===== src/rtl/gld_cmp.sv =====
// Shared box overlap test unit: compares the current box with one stored box.
module gld_cmp #(
    parameter int CoordBits = 16
) (
    input  logic [4*CoordBits-1:0] i_cur,
    input  logic [4*CoordBits-1:0] i_old,
    output logic                   o_overlap
);
    logic signed [CoordBits-1:0] c_x0, c_x1, c_y0, c_y1;
    logic signed [CoordBits-1:0] o_x0, o_x1, o_y0, o_y1;

    assign {c_x0, c_x1, c_y0, c_y1} = i_cur;
    assign {o_x0, o_x1, o_y0, o_y1} = i_old;
    assign o_overlap = !((c_x0 > o_x1) || (c_x1 < o_x0) || (c_y0 > o_y1) || (c_y1 < o_y0));
endmodule


===== config.mk =====
export PLATFORM = sky130hd
export DESIGN_NAME = gld_cmp
export DESIGN_NICKNAME = d
export VERILOG_FILES = /design/src/rtl/gld_cmp.sv
export SDC_FILE = /design/constraint.sdc
export NUM_CORES = 1
export LEC_CHECK = 0
export BUFFER_PORTS_ARGS = -buffer_cell sky130_fd_sc_hd__buf_2
export CAP_MARGIN = 10
export CORE_MARGIN = 2
export CORE_UTILIZATION = 42
export DETAILED_ROUTE_END_ITERATION = 8
export GPL_TIMING_DRIVEN = 0
export PLACE_DENSITY = 0.95
export SYNTH_ARGS = -nofsm -noshare
export SYNTH_HDL_FRONTEND = slang
export SYNTH_SLANG_ARGS = --single-unit

===== constraint.sdc =====
create_clock -name vclk -period 2.63
set_input_delay 0.3945 -clock vclk [all_inputs]
set_output_delay 0.3945 -clock vclk [all_outputs]
set_load 0.05 [all_outputs]

==> impl_metrics.tcl <==
set metrics [dict create \
    avgViaCountPerCell 5.01 \
    grtUsageTotal 0.191 \
    io_buffers 129 \
    hold_class "in -> out" \
    crit_required_ns 2.24 \
    initial_utilization 0.441 \
    drt-initial-drc-count 23 \
    rsz0062_at_grt "false" \
    dr.pass1.iters 4 \
    n_antenna_cell 0 \
    syn_inst 216 \
    fmax_mhz 400 \
    p_per_area_nw_per_um2 143 \
    finalSetupTns_ns 0 \
    hold_violations 0 \
    fillers 337 \
    slew_headroom 0.685 \
    ir_drop_v 0.0000761 \
    grt_max_degree 5 \
    synth_common_cells "inv_1 (64), ha_1 (62), a21oi_1 (18)" \
    io_pins 129 \
    crit_fanout 3 \
    startpoint_type "primary input" \
    syn_avg_cell_area_sq_um 7.52 \
    synth.most_common_cell "inv_1" \
    rows 22 \
    synth_area_leaders "ha_1 (48%), inv_1 (15%), a21oi_1 (5.5%)" \
    design_area_sq_um 2390 \
    die_w_um 66.2 \
    fin_nets 537 \
    hold_ws_ns 1.46 \
    wl_per_cell_um 10.7 \
    endpoint_kind "output port" \
    fin_crit_sh 0.949 \
    critical_path_class "in -> out" \
    place_congestion 0.727 \
    fin_crit_ns 2.50 \
    syn_area_sq_um 1630 \
    worst_pin_slew_ns 0.472 \
    grt-ovfl-total 0 \
    core_sq_um 3690 \
    p_leak_nw 1.54 \
    nFlopsAndLatches 0 \
    dpl.hpwl_um 4020 \
    antenna_found_initial 0 \
    finalSetupViolations 0 \
    grt_pass1_vias 1935 \
    maxSlewViolCount 0 \
    netlist.area_leader.share 0.477 \
    wl_um 4220 \
    critPathArrivalTime_ns 2.10 \
    post_route_cells_drive_above_1_share 0.414 \
    drv_cap 0 \
    seq_area_sq_um 0 \
    yosysSeqAreaShare 0 \
    hold_buffers 0 \
    yosysWarnings 0 \
    areaGrowthSynthToFinish_pct 47.0 \
    dpl_cell_area_sq_um 2340 \
    die_area_sq_um 4380 \
    nClkBuffers 0 \
    final_antenna_net_count 0 \
    status "finished clean" \
    routed-via-count 1970 \
    drcViolationCount 0 \
    syn-num-nets 406 \
    die_y_um 66.2 \
    yosysUniqueCellTypes 35 \
    synth_top_area_cell "ha_1" \
    grt_first_pass_wirelength_um 7000 \
    post_cts_buffers 0 \
]
[stage by stage]
step / power (mW) / setup WS (ns) / std cells / utilization
after CTS: 0.333 / 0.0112 / 393 / 0.636
after floorplan: 0.187 / 0.121 / 216 / -
after global routing: 0.393 / 0.0327 / 393 / 0.648
after detailed placement: 0.329 / -0.0131 / 393 / 0.634
after global placement: 0.311 / 0.00107 / 393 / 0.634
final: 0.343 / 0.133 / 393 / 0.648
[power by group]
group	switching (mW)	internal, mW	leakage, nW	total [mW]
clock	0	0	0	0
combinational	0.161	0.182	1.54	0.343
sequential	0	0	0	0
total	0.161	0.182	1.54	0.343
[cell families after synthesis]
| family | share of synthesized area |
|---|---|
| buffers and inverters | 0.148 |
| adders and majority gates | 0.477 |
| AOI/OAI and AO/OA | 0.229 |
| and+or+nand+nor | 0.145 |
[what timing repair did]
item                                    in CTS  in global routing
endpoints found under the setup margin       1                  1
pin swaps                                    2                  3
resized for setup                            1                 12
[worst max-delay path, stage by stage]
cell and delay, ns:
buf_2 0.10, ha_1 0.32, and4_1 0.25, a221oi_1 0.24, o21ai_1 0.12, a221oi_2 0.30
o2bb2ai_2 0.16, nor4_4 0.05, buf_6 0.17
[cell usage in the layout, fill, tap and decap left out, types with 3 or more instances in the layout]
cell type	count
nor2_1	4
nor2b_1	3
a21o_1	6
buf_2	128
nand2_1	7
nand4_1	7
ha_1	62
a21oi_1	17
o21ai_0	5
and4_1	3
inv_1	64
nand3_1	3
[per-layer routing]
| layer | track usage | share of wire | up-vias |
|---|---|---|---|
| met2 | 0.420 | 0.55 | 75 |
| met3 | 0.0170 | 0.069 | 4 |
| met5 | 0 | 0 | - |
| met4 | 0.0179 | 0.0078 | 0 |
| li1 | - | - | 1030 |
| met1 | 0.193 | 0.37 | 861 |
[final cells by class]
class                      count  area (sq um)  area share
tap                           48          60.1      0.0251
timing repair buffer         129           652       0.273
inverter                      64           240       0.101
multi-input combinational    152          1440       0.601
[path summary, 6_finish.rpt]
| kind | to | start | slack (ns) | depth (start not counted) |
|---|---|---|---|---|
| max | o_overlap | i_cur[11] | 0.13 | 9 |
| min | o_overlap | i_cur[63] | 1.46 | 6 |
Power figures use the tool's default switching activity.
