## config.mk

```make
export PLATFORM = sky130hd
export DESIGN_NAME = gld_ram
export DESIGN_NICKNAME = d
export VERILOG_FILES = /design/src/rtl/gld_ram.sv
export SDC_FILE = /design/constraint.sdc
export NUM_CORES = 1
export LEC_CHECK = 0
export BUFFER_PORTS_ARGS = -buffer_cell sky130_fd_sc_hd__buf_4
export CORE_MARGIN = 2
export CORE_UTILIZATION = 40
export DETAILED_ROUTE_END_ITERATION = 6
export HOLD_SLACK_MARGIN = 0.06
export PLACE_DENSITY_LB_ADDON = 0.05
export SLEW_MARGIN = 10
export SYNTH_ARGS = -nofsm -noshare
export SYNTH_HDL_FRONTEND = slang
export SYNTH_SLANG_ARGS = --single-unit
```

## constraint.sdc

```tcl
create_clock -name i_clk -period 4.1 [get_ports i_clk]
set_input_delay 0.41 -clock i_clk [delete_from_list [all_inputs] [get_ports i_clk]]
set_output_delay 0.41 -clock i_clk [all_outputs]
set_load 0.1 [all_outputs]
```

## src/rtl/gld_ram.sv

```systemverilog
// Generic single-port-write RAM with one registered read port.
module gld_ram #(
    parameter int Width = 8,
    parameter int Depth = 16
) (
    input  logic                     i_clk,
    input  logic                     i_we,
    input  logic [$clog2(Depth)-1:0] i_waddr,
    input  logic [Width-1:0]         i_wdata,
    input  logic [$clog2(Depth)-1:0] i_raddr,
    output logic [Width-1:0]         o_rdata
);
    logic [Width-1:0] r_mem [Depth];

    always_ff @(posedge i_clk) begin
        if (i_we) begin
            r_mem[i_waddr] <= i_wdata;
        end
        o_rdata <= r_mem[i_raddr];
    end
endmodule

```

==> metrics, run 1 <==
hold path depth=1; Reg power frac=0.498; dpl cell area=5484 µm²; DR vias/cell=5.167; DRT iter0 DRCs=181; # setup viols final=0; hold buffer count at CTS=0; r2r setup slk=2.75 ns; relative slew slack=0.2331; Hold Violations, Final=0; Net Sw Frac=0.2085; max incr delay on CP=0.89 ns; area grow syn2layout=17.09%; Total Routed Length=10290 µm; die area=13790 µm²; H-tree depth=4; syn_nets=247; Crit path required time=4.12 ns; setup tns final=0 ns; 1st-pass router iterations=4; RSZ-0062 raised after global routing=no; Post-CTS Setup Repair Bufs=0; worst-path fanout max=8; TritonCTS clock tree=yes; Worst Setup SP=i_waddr[2]; critical path arrival=1.93 ns; Mapped Cells=229; diode count=0; DR DRC count=0; remaining antenna violation count=0; Crit. End Element=register; Critical R2R Launch=r_mem[5][1]$_DFFE_PP_; RD Place Congestion=0.6669; Die X=117.4 µm; Yosys cell types=19; largest net degree at the start of global routing=33; clock tree buffer depth=2; Max Slew Vio Count=0; vias in the first global route=2439; Crit path max-delay family=simple AND/OR/NAND/NOR gates; Vert. Die Dim=117.4 µm; nets=283; internal power=2.488 mW; CP Class=primary input to register; CTS Buf Count=17; number of synthesized flops with an enable pin=128; Rows=41; NetSw=0.6557 mW; Max VDD drop=0.2215 mV; fin crit share=0.4644; min cycle time layout=1.904 ns; Port Buffers=25; Async SR Flop Fraction=0; Worst Max-Slew Pin Slew=1.142 ns; worst-path cell chain=buf_4 > or3b_2 > nor3_1; dpl ws=1.755 ns; Synth Flop Type=edfxtp_1; status=finished, final reports clean; routed length per instance=22.86 µm; first-pass GRT wire length=15440 µm; startpoint types=primary input; worst clock skew=0.006402 ns; combinational share of power=0.068; CP max stage cell=nor3_1; All-Layer GR Usage=0.1624; synthesized area per cell=22.48 µm²; HPWL Detailed=6245 µm; initial antenna violation count=0; R2R cell count=3; root buffer cell=clkbuf_16; area of the multi-input gates=1062 µm²; min-delay src=i_wdata[0]; post-CTS sizing=0; sequential area share after synthesis=0.7778; Crit Reg-Reg Endpoint=o_rdata[1]$_DFF_P_; vias=2325; min-delay worst type=primary input to register; Core Region=12570 µm²; clk slew on worst S/H paths=0.05 ns; Storage cell area=4004 µm²; Ys Warns=0; Clk Latency, worst-skew pair=0.41 ns; fillers=1047; Fmax=525.3 MHz; Yosys reg bits=136; I/O Pins=26; max_cap viols=0; Leakage=1.992 nW; dpl cells=418; PnR worst setup slack=2.196 ns; worst path buffer plus inverter count=1; gr ovfl total=0; Initial Utilization=0.4096; fraction of layout cells with a size suffix above 1=0.2554; Syn Std Cell Area=5147 µm²; clock network power share=0.434; post-route cell area=6027 µm²; Non-Filler Instances=450; PD cells=521.7 nW/µm²; Clock Sinks=136; Hold Path End=r_mem[7][0]$_DFFE_PP_
==> worst register-to-register path, stage by stage, from the launching register on <==
cell,delay (ns)
edfxtp_1,0.38
mux4_1,0.53
a22oi_1,0.24
nand2_1,0.08
==> sequential cells by signal, summed over array words and instances, names as in the netlist <==
signal   cells
r_mem      128
o_rdata      8
==> layer usage <==
layer / global-route usage / vias up / part of all wire
met2: 0.2463 / 66 / 0.49
met5: 0 / - / 0
met4: 0.07530 / 0 / 0.021
met1: 0.2179 / 1197 / 0.45
li1: - / 1047 / -
met3: 0.04718 / 15 / 0.045
==> cell usage in the layout, fill, tap and decap left out, types with 2 or more instances in the layout <==
cell type	synthesis	routed
a22oi_1	16	16
buf_4	1	27
clkbuf_1	0	7
clkbuf_16	0	17
clkbuf_8	0	6
dfxtp_1	8	8
edfxtp_1	128	128
mux4_1	14	14
mux4_2	18	18
nand2_1	9	9
nand2b_1	2	2
nand3b_1	2	2
nor2_1	13	13
nor3_1	4	3
==> cell usage after synthesis, types with 2 or more instances <==
cell type / count / area share
mux4_2: 18 / 0.079
a22oi_1: 16 / 0.023
buf_2: 3 / 0.0029
mux4_1: 14 / 0.071
nand2_1: 9 / 0.0066
edfxtp_1: 128 / 0.75
nand2b_1: 2 / 0.0024
nor3_1: 4 / 0.0039
dfxtp_1: 8 / 0.031
buf_6: 3 / 0.0066
nor2_1: 13 / 0.0095
nand3b_1: 2 / 0.0029
clkdlybuf4s25_2: 3 / 0.0058
==> through the flow <==
stage	util	hold slack [ns]	power (mW)
CTS	0.4795	0.2861	3.178
floorplan	-	0.5089	1.737
finish	0.4795	0.3043	3.144
global route	0.4795	0.3075	3.252
detailed placement	0.4363	0.6713	1.811
global placement	0.4363	0.6620	1.810
==> final cells by class <==
| cell class | count | share of cell area |
|---|---|---|
| Multi-Input combinational cell | 83 | 0.1763 |
| Sequential cell | 136 | 0.6643 |
| Tap cell | 172 | 0.03571 |
| Clock buffer | 30 | 0.08864 |
| Clock inverter | 2 | 0.001453 |
| Timing Repair Buffer | 27 | 0.03363 |
==> worst max-delay path by stage <==
stage                       endpoint  slack, ns  cells after the start
2_1_floorplan  r_mem[0][0]$_DFFE_PP_       2.20                      2
3_3_place_gp   r_mem[0][5]$_DFFE_PP_       1.87                      3
3_5_place_dp   r_mem[0][2]$_DFFE_PP_       1.75                      3
4_1_cts        r_mem[0][3]$_DFFE_PP_       2.20                      3
5_1_grt        r_mem[0][6]$_DFFE_PP_       2.10                      3
6_report       r_mem[0][7]$_DFFE_PP_       2.20                      3
==> power by group through the flow <==
stage | sequential (mW) | clock [mW] | combinational [mW]
CTS | 1.57 | 1.39 | 0.217
global route | 1.57 | 1.46 | 0.227
floorplan | 1.66 | 0 | 0.0789
detailed placement | 1.59 | 0 | 0.217
global placement | 1.59 | 0 | 0.216
finish | 1.57 | 1.36 | 0.213
==> logic make-up after synthesis <==
kind of cell / share of synthesized area
flops: 0.7778
compound gates: 0.02334
buf+inv: 0.01677
simple gates: 0.03184
mux: 0.1502
No activity file was read; power rests on OpenSTA's default activity.
==> inputs of run 2 (changes only) <==
==> constraint.sdc (replaced) <==
create_clock -name i_clk -period 1.92 [get_ports i_clk]
set_input_delay 0.192 -clock i_clk [delete_from_list [all_inputs] [get_ports i_clk]]
set_output_delay 0.192 -clock i_clk [all_outputs]
set_load 0.1 [all_outputs]
==> metrics, run 2 (synthesized netlist as in run 1, its figures left out) <==
status=finished, final reports clean; max_cap viols=0; relative slew slack=0.7153; routed length per instance=21.68 µm; Initial Utilization=0.4096; post-CTS sizing=0; Rows=41; remaining antenna violation count=0; commonest non-fill, non-tap cells in the layout=128 x edfxtp_1, 46 x buf_4, 18 x mux4_2; clock tree buffer depth=2; R2R cell count=3; vias in the first global route=2515; RD Place Congestion=0.6978; DR vias/cell=5.079; r2r setup slk=0.58 ns; DR DRC count=0; Critical R2R Launch=r_mem[1][2]$_DFFE_PP_; Hold Violations, Final=0; PD cells=1081 nW/µm²; min-delay worst type=primary input to register; setup tns final=0 ns; Clk Latency, worst-skew pair=0.41 ns; leading registers by flop count=r_mem x128, o_rdata x8; area grow syn2layout=20.20%; min-delay src=i_wdata[1]; Crit path required time=2.21 ns; worst-path fanout max=1; Post-CTS Setup Repair Bufs=0; worst-path cell chain=mux4_1 > a22oi_1 > nand2_1; root buffer cell=clkbuf_16; dpl cells=439; largest net degree at the start of global routing=21; Max Slew Vio Count=0; DRT iter0 DRCs=155; CTS Buf Count=17; max incr delay on CP=0.50 ns; # setup viols final=0; clk slew on worst S/H paths=0.05 ns; Vert. Die Dim=117.4 µm; CP Capture Point=o_rdata[2]$_DFF_P_; CP Class=register to register; fin crit share=0.6992; Crit. End Element=register; HPWL Detailed=6758 µm; gr ovfl total=0; min cycle time layout=1.343 ns; hold buffer count at CTS=0; worst clock skew=0.007809 ns; RSZ-0062 raised after global routing=no; startpoint types=register; max FFs per register=128; diode count=0; Non-Filler Instances=471; fraction of layout cells with a size suffix above 1=0.3043; Worst Max-Slew Pin Slew=0.4271 ns; critical path arrival=1.63 ns; H-tree depth=4; initial antenna violation count=0; All-Layer GR Usage=0.1614; Worst Setup SP=r_mem[1][2]$_DFFE_PP_; die area=13790 µm²; Port Buffers=25; first-pass GRT wire length=15630 µm; Crit Reg-Reg Endpoint=o_rdata[2]$_DFF_P_; Overall Power=6.685 mW; largest reg by FF count=r_mem; commonest non-fill, non-tap cell in the layout=edfxtp_1; CP max stage cell=mux4_1; post-layout util=0.4923; Die X=117.4 µm; nets=304; I/O Pins=26; Total Routed Length=10210 µm; vias=2392; Max VDD drop=0.4194 mV; Leakage=2.104 nW; worst hold margin=0.09525 ns; 1st-pass router iterations=4; Clock Sinks=136; Core Region=12570 µm²; Fmax=744.8 MHz; TritonCTS clock tree=yes
-- run 2: report_power, final --
| part | switching (mW) | internal, mW | leakage [nW] |
|---|---|---|---|
| Clock | 1.09 | 1.78 | 0.260 |
| Combinational | 0.315 | 0.161 | 0.620 |
| Sequential | 0.0235 | 3.32 | 1.22 |
-- run 2: layer usage --
layer  global-route usage  share of wire  vias to the layer above
met1               0.2192           0.47                     1257
met3              0.04523          0.034                        7
met2               0.2423           0.49                       46
li1                     -              -                     1082
met5                    0              0                        -
met4              0.07681         0.0092                        0
-- run 2: final cells by class --
| class | instances | area [µm²] |
|---|---|---|
| fillers | 1037 | 6381 |
| flip-flops and latches | 136 | 4004 |
| repair buffers | 48 | 385.4 |
| well taps | 172 | 215.2 |
| clock buffers | 28 | 506.7 |
| multi-input cells | 83 | 1057 |
| clock inverters | 4 | 18.77 |
-- run 2: worst max-delay path, delay by kind of cell (launching register included) --
family,cells,cell delay (ns)
mux,1,0.50
simple gates,1,0.08
compound gates,1,0.30
flops,1,0.34
-- run 2: worst min path at each step --
| stage | to | slack (ns) | depth (start not counted) |
|---|---|---|---|
| final | r_mem[6][1]$_DFFE_PP_ | 0.1 | 1 |
| after global routing | r_mem[12][1]$_DFFE_PP_ | 0.1 | 1 |
| after CTS | r_mem[12][4]$_DFFE_PP_ | 0.09 | 1 |
| after detailed placement | r_mem[12][4]$_DFFE_PP_ | 0.52 | 1 |
| after global placement | r_mem[14][4]$_DFFE_PP_ | 0.51 | 1 |
| after floorplan | r_mem[0][0]$_DFFE_PP_ | 0.29 | 0 |
-- run 2: per-stage QoR --
step | instance area (µm²) | worst slack (ns)
floorplan | 5147 | 0.2351
detailed placement | 5662 | 0.2434
finish | 6187 | 0.5774
global route | 6187 | 0.4727
CTS | 6187 | 0.5453
global placement | 5662 | 0.2397
==> inputs of run 3 (changes only) <==
--- a/config.mk
+++ b/config.mk
@@ -5,6 +5,7 @@
 export SDC_FILE = /design/constraint.sdc
 export NUM_CORES = 1
 export LEC_CHECK = 0
+export ABC_AREA = 1
 export BUFFER_PORTS_ARGS = -buffer_cell sky130_fd_sc_hd__buf_4
 export CORE_MARGIN = 2
 export CORE_UTILIZATION = 40
==> constraint.sdc (replaced) <==
create_clock -name i_clk -period 1.1 [get_ports i_clk]
set_input_delay 0.11 -clock i_clk [delete_from_list [all_inputs] [get_ports i_clk]]
set_output_delay 0.11 -clock i_clk [all_outputs]
set_load 0.1 [all_outputs]
==> metrics, run 3 <==
synthesized area per cell=10.47 µm²; commonest non-fill, non-tap cells in the layout=173 x nand2_1, 128 x edfxtp_1, 99 x inv_1; Die X=124.1 µm; min-delay worst type=primary input to register; initial antenna violation count=0; Ys Warns=0; Synth Flop Type=edfxtp_1; TritonCTS clock tree=yes; fraction of layout cells with a size suffix above 1=0.1608; clk slew on worst S/H paths=0.06 ns; diode count=0; CP max stage cell=dfxtp_4; CTS Buf Count=17; area grow syn2layout=24.41%; Hold Violations, Final=0; RD Place Congestion=0.7851; fin crit share=0.9823; Total Routed Length=13930 µm; fillers=1257; Yosys top cell area share=0.6665; Async SR Flop Fraction=0; root buffer cell=clkbuf_16; worst path buffer plus inverter count=1; RSZ-0062 raised after global routing=yes; max FFs per register=128; worst-path fanout max=1; routed length per instance=17.36 µm; Yosys cell types=12; Crit path required time=0.99 ns; worst-path cell chain=buf_12; Rows=43; xor and xnor fraction of the mapped netlist area=0; leading registers by flop count=r_mem x128, o_rdata x8; Simple-Gate Fraction of Synth Area=0.2105; vias in the first global route=3590; Post-Synth Adder-Cell Area=0; critical path arrival=0.97 ns; Clk Latency, worst-skew pair=0.42 ns; Leakage=3.104 nW; Mapped Cells=551; status=finished, final reports clean; H-tree depth=4; commonest non-fill, non-tap cell in the layout=nand2_1; largest net degree at the start of global routing=45; vias=3801; All-Layer GR Usage=0.1991; CP Class=register to primary output; syn_nets=569; Crit path max-delay family=flip-flops; gr ovfl total=0; startpoint types=register; HPWL Detailed=8723 µm; PD cells=1867 nW/µm²; largest family of logic cells by synthesized area=simple AND/OR/NAND/NOR gates; setup tns final=0 ns; Core Region=13990 µm²; Crit. End Element=primary output; I/O Pins=26; commonest cells in the netlist=173 x nand2_1, 128 x edfxtp_1, 100 x inv_1, 97 x nand3_1, 17 x nor2_1; Max VDD drop=1.098 mV; 1st-pass router iterations=5; Max Slew Vio Count=0; die area=15390 µm²; Worst Max-Slew Pin Slew=0.3218 ns; multiplexer share of the synthesized area=0; nets=627; relative slew slack=0.7854; DR vias/cell=4.739; # setup viols final=0; largest reg by FF count=r_mem; Port Buffers=25; min cycle time layout=1.080 ns; remaining antenna violation count=0; Syn Std Cell Area=5767 µm²; worst hold margin=0.06080 ns; Vert. Die Dim=124.1 µm; Clock Sinks=136; first-pass GRT wire length=21160 µm; max incr delay on CP=0.38 ns; max_cap viols=0; Initial Utilization=0.4123; cell with the most instances after synthesis=nand2_1; Fmax=925.5 MHz; Yosys top cell by area=edfxtp_1; DR DRC count=0; DRT iter0 DRCs=256; clock tree buffer depth=2; worst clock skew=0.006174 ns; number of synthesized flops with an enable pin=128; largest cells by area after synthesis=edfxtp_1 67%, nand2_1 11%, nand3_1 8.4%; sequential area share after synthesis=0.6943; Yosys reg bits=136; Compound-Gate Fraction of Synth Area=0
==> run 3: worst paths after layout <==
path	from	endpoint	slack (ns)	cells past startpoint
min	i_wdata[3]	r_mem[6][3]$_DFFE_PP_	0.06	1
min reg2reg	r_mem[14][7]$_DFFE_PP_	o_rdata[7]$_DFF_P_	0.67	6
max reg2reg	r_mem[1][2]$_DFFE_PP_	o_rdata[2]$_DFF_P_	0.09	6
max	o_rdata[3]$_DFF_P_	o_rdata[3]	0.02	1
==> run 3: layer usage <==
| metal | global-route usage | share of wire |
|---|---|---|
| met5 | 0 | 0 |
| met3 | 0.04945 | 0.033 |
| met1 | 0.2686 | 0.47 |
| met4 | 0.07654 | 0.014 |
| met2 | 0.3108 | 0.48 |
==> run 3: cell type report <==
class | instances | area (µm²) | area share
clock inverter | 13 | 225.2 | 0.03139
tap | 180 | 225.2 | 0.03139
timing repair buffer | 63 | 639.4 | 0.08912
inverter | 102 | 386.6 | 0.05389
multi-input combinational | 289 | 1239 | 0.1727
clock buffer | 19 | 442.9 | 0.06174
sequential | 136 | 4016 | 0.5598
==> run 3: repair_timing <==
item                                   in CTS  in global routing
endpoints found under the hold margin      54                  1
setup buffers                               0                  0
setup endpoints to repair                   8                  8
gates resized for setup                    23                 12
hold buffers                                4                  1
==> run 3: metrics by stage <==
stage | std cells | utilization | total power, mW | instance area [µm²] | worst slack, ns
floorplan | 551 | - | 6.584 | 5767 | 0.03916
global placement | 765 | 0.4521 | 7.000 | 6324 | -0.1259
detailed placement | 765 | 0.4521 | 7.004 | 6324 | -0.1418
CTS | 801 | 0.5082 | 13.45 | 7109 | -0.003500
global route | 802 | 0.5129 | 13.81 | 7174 | -0.01010
finish | 802 | 0.5129 | 13.40 | 7174 | 0.01952
==> run 3: report_power, final <==
group | switching (mW) | internal (mW) | total, mW
combinational | 0.766 | 0.381 | 1.15
sequential | 0.0585 | 5.80 | 5.86
clock | 2.10 | 4.29 | 6.39
total | 2.92 | 10.5 | 13.4
==> run 3: logic make-up (layout without fill, tap and decap cells) <==
family,after synthesis,after routing
simple gates,289,289
buf+inv,126,197
flops,136,136
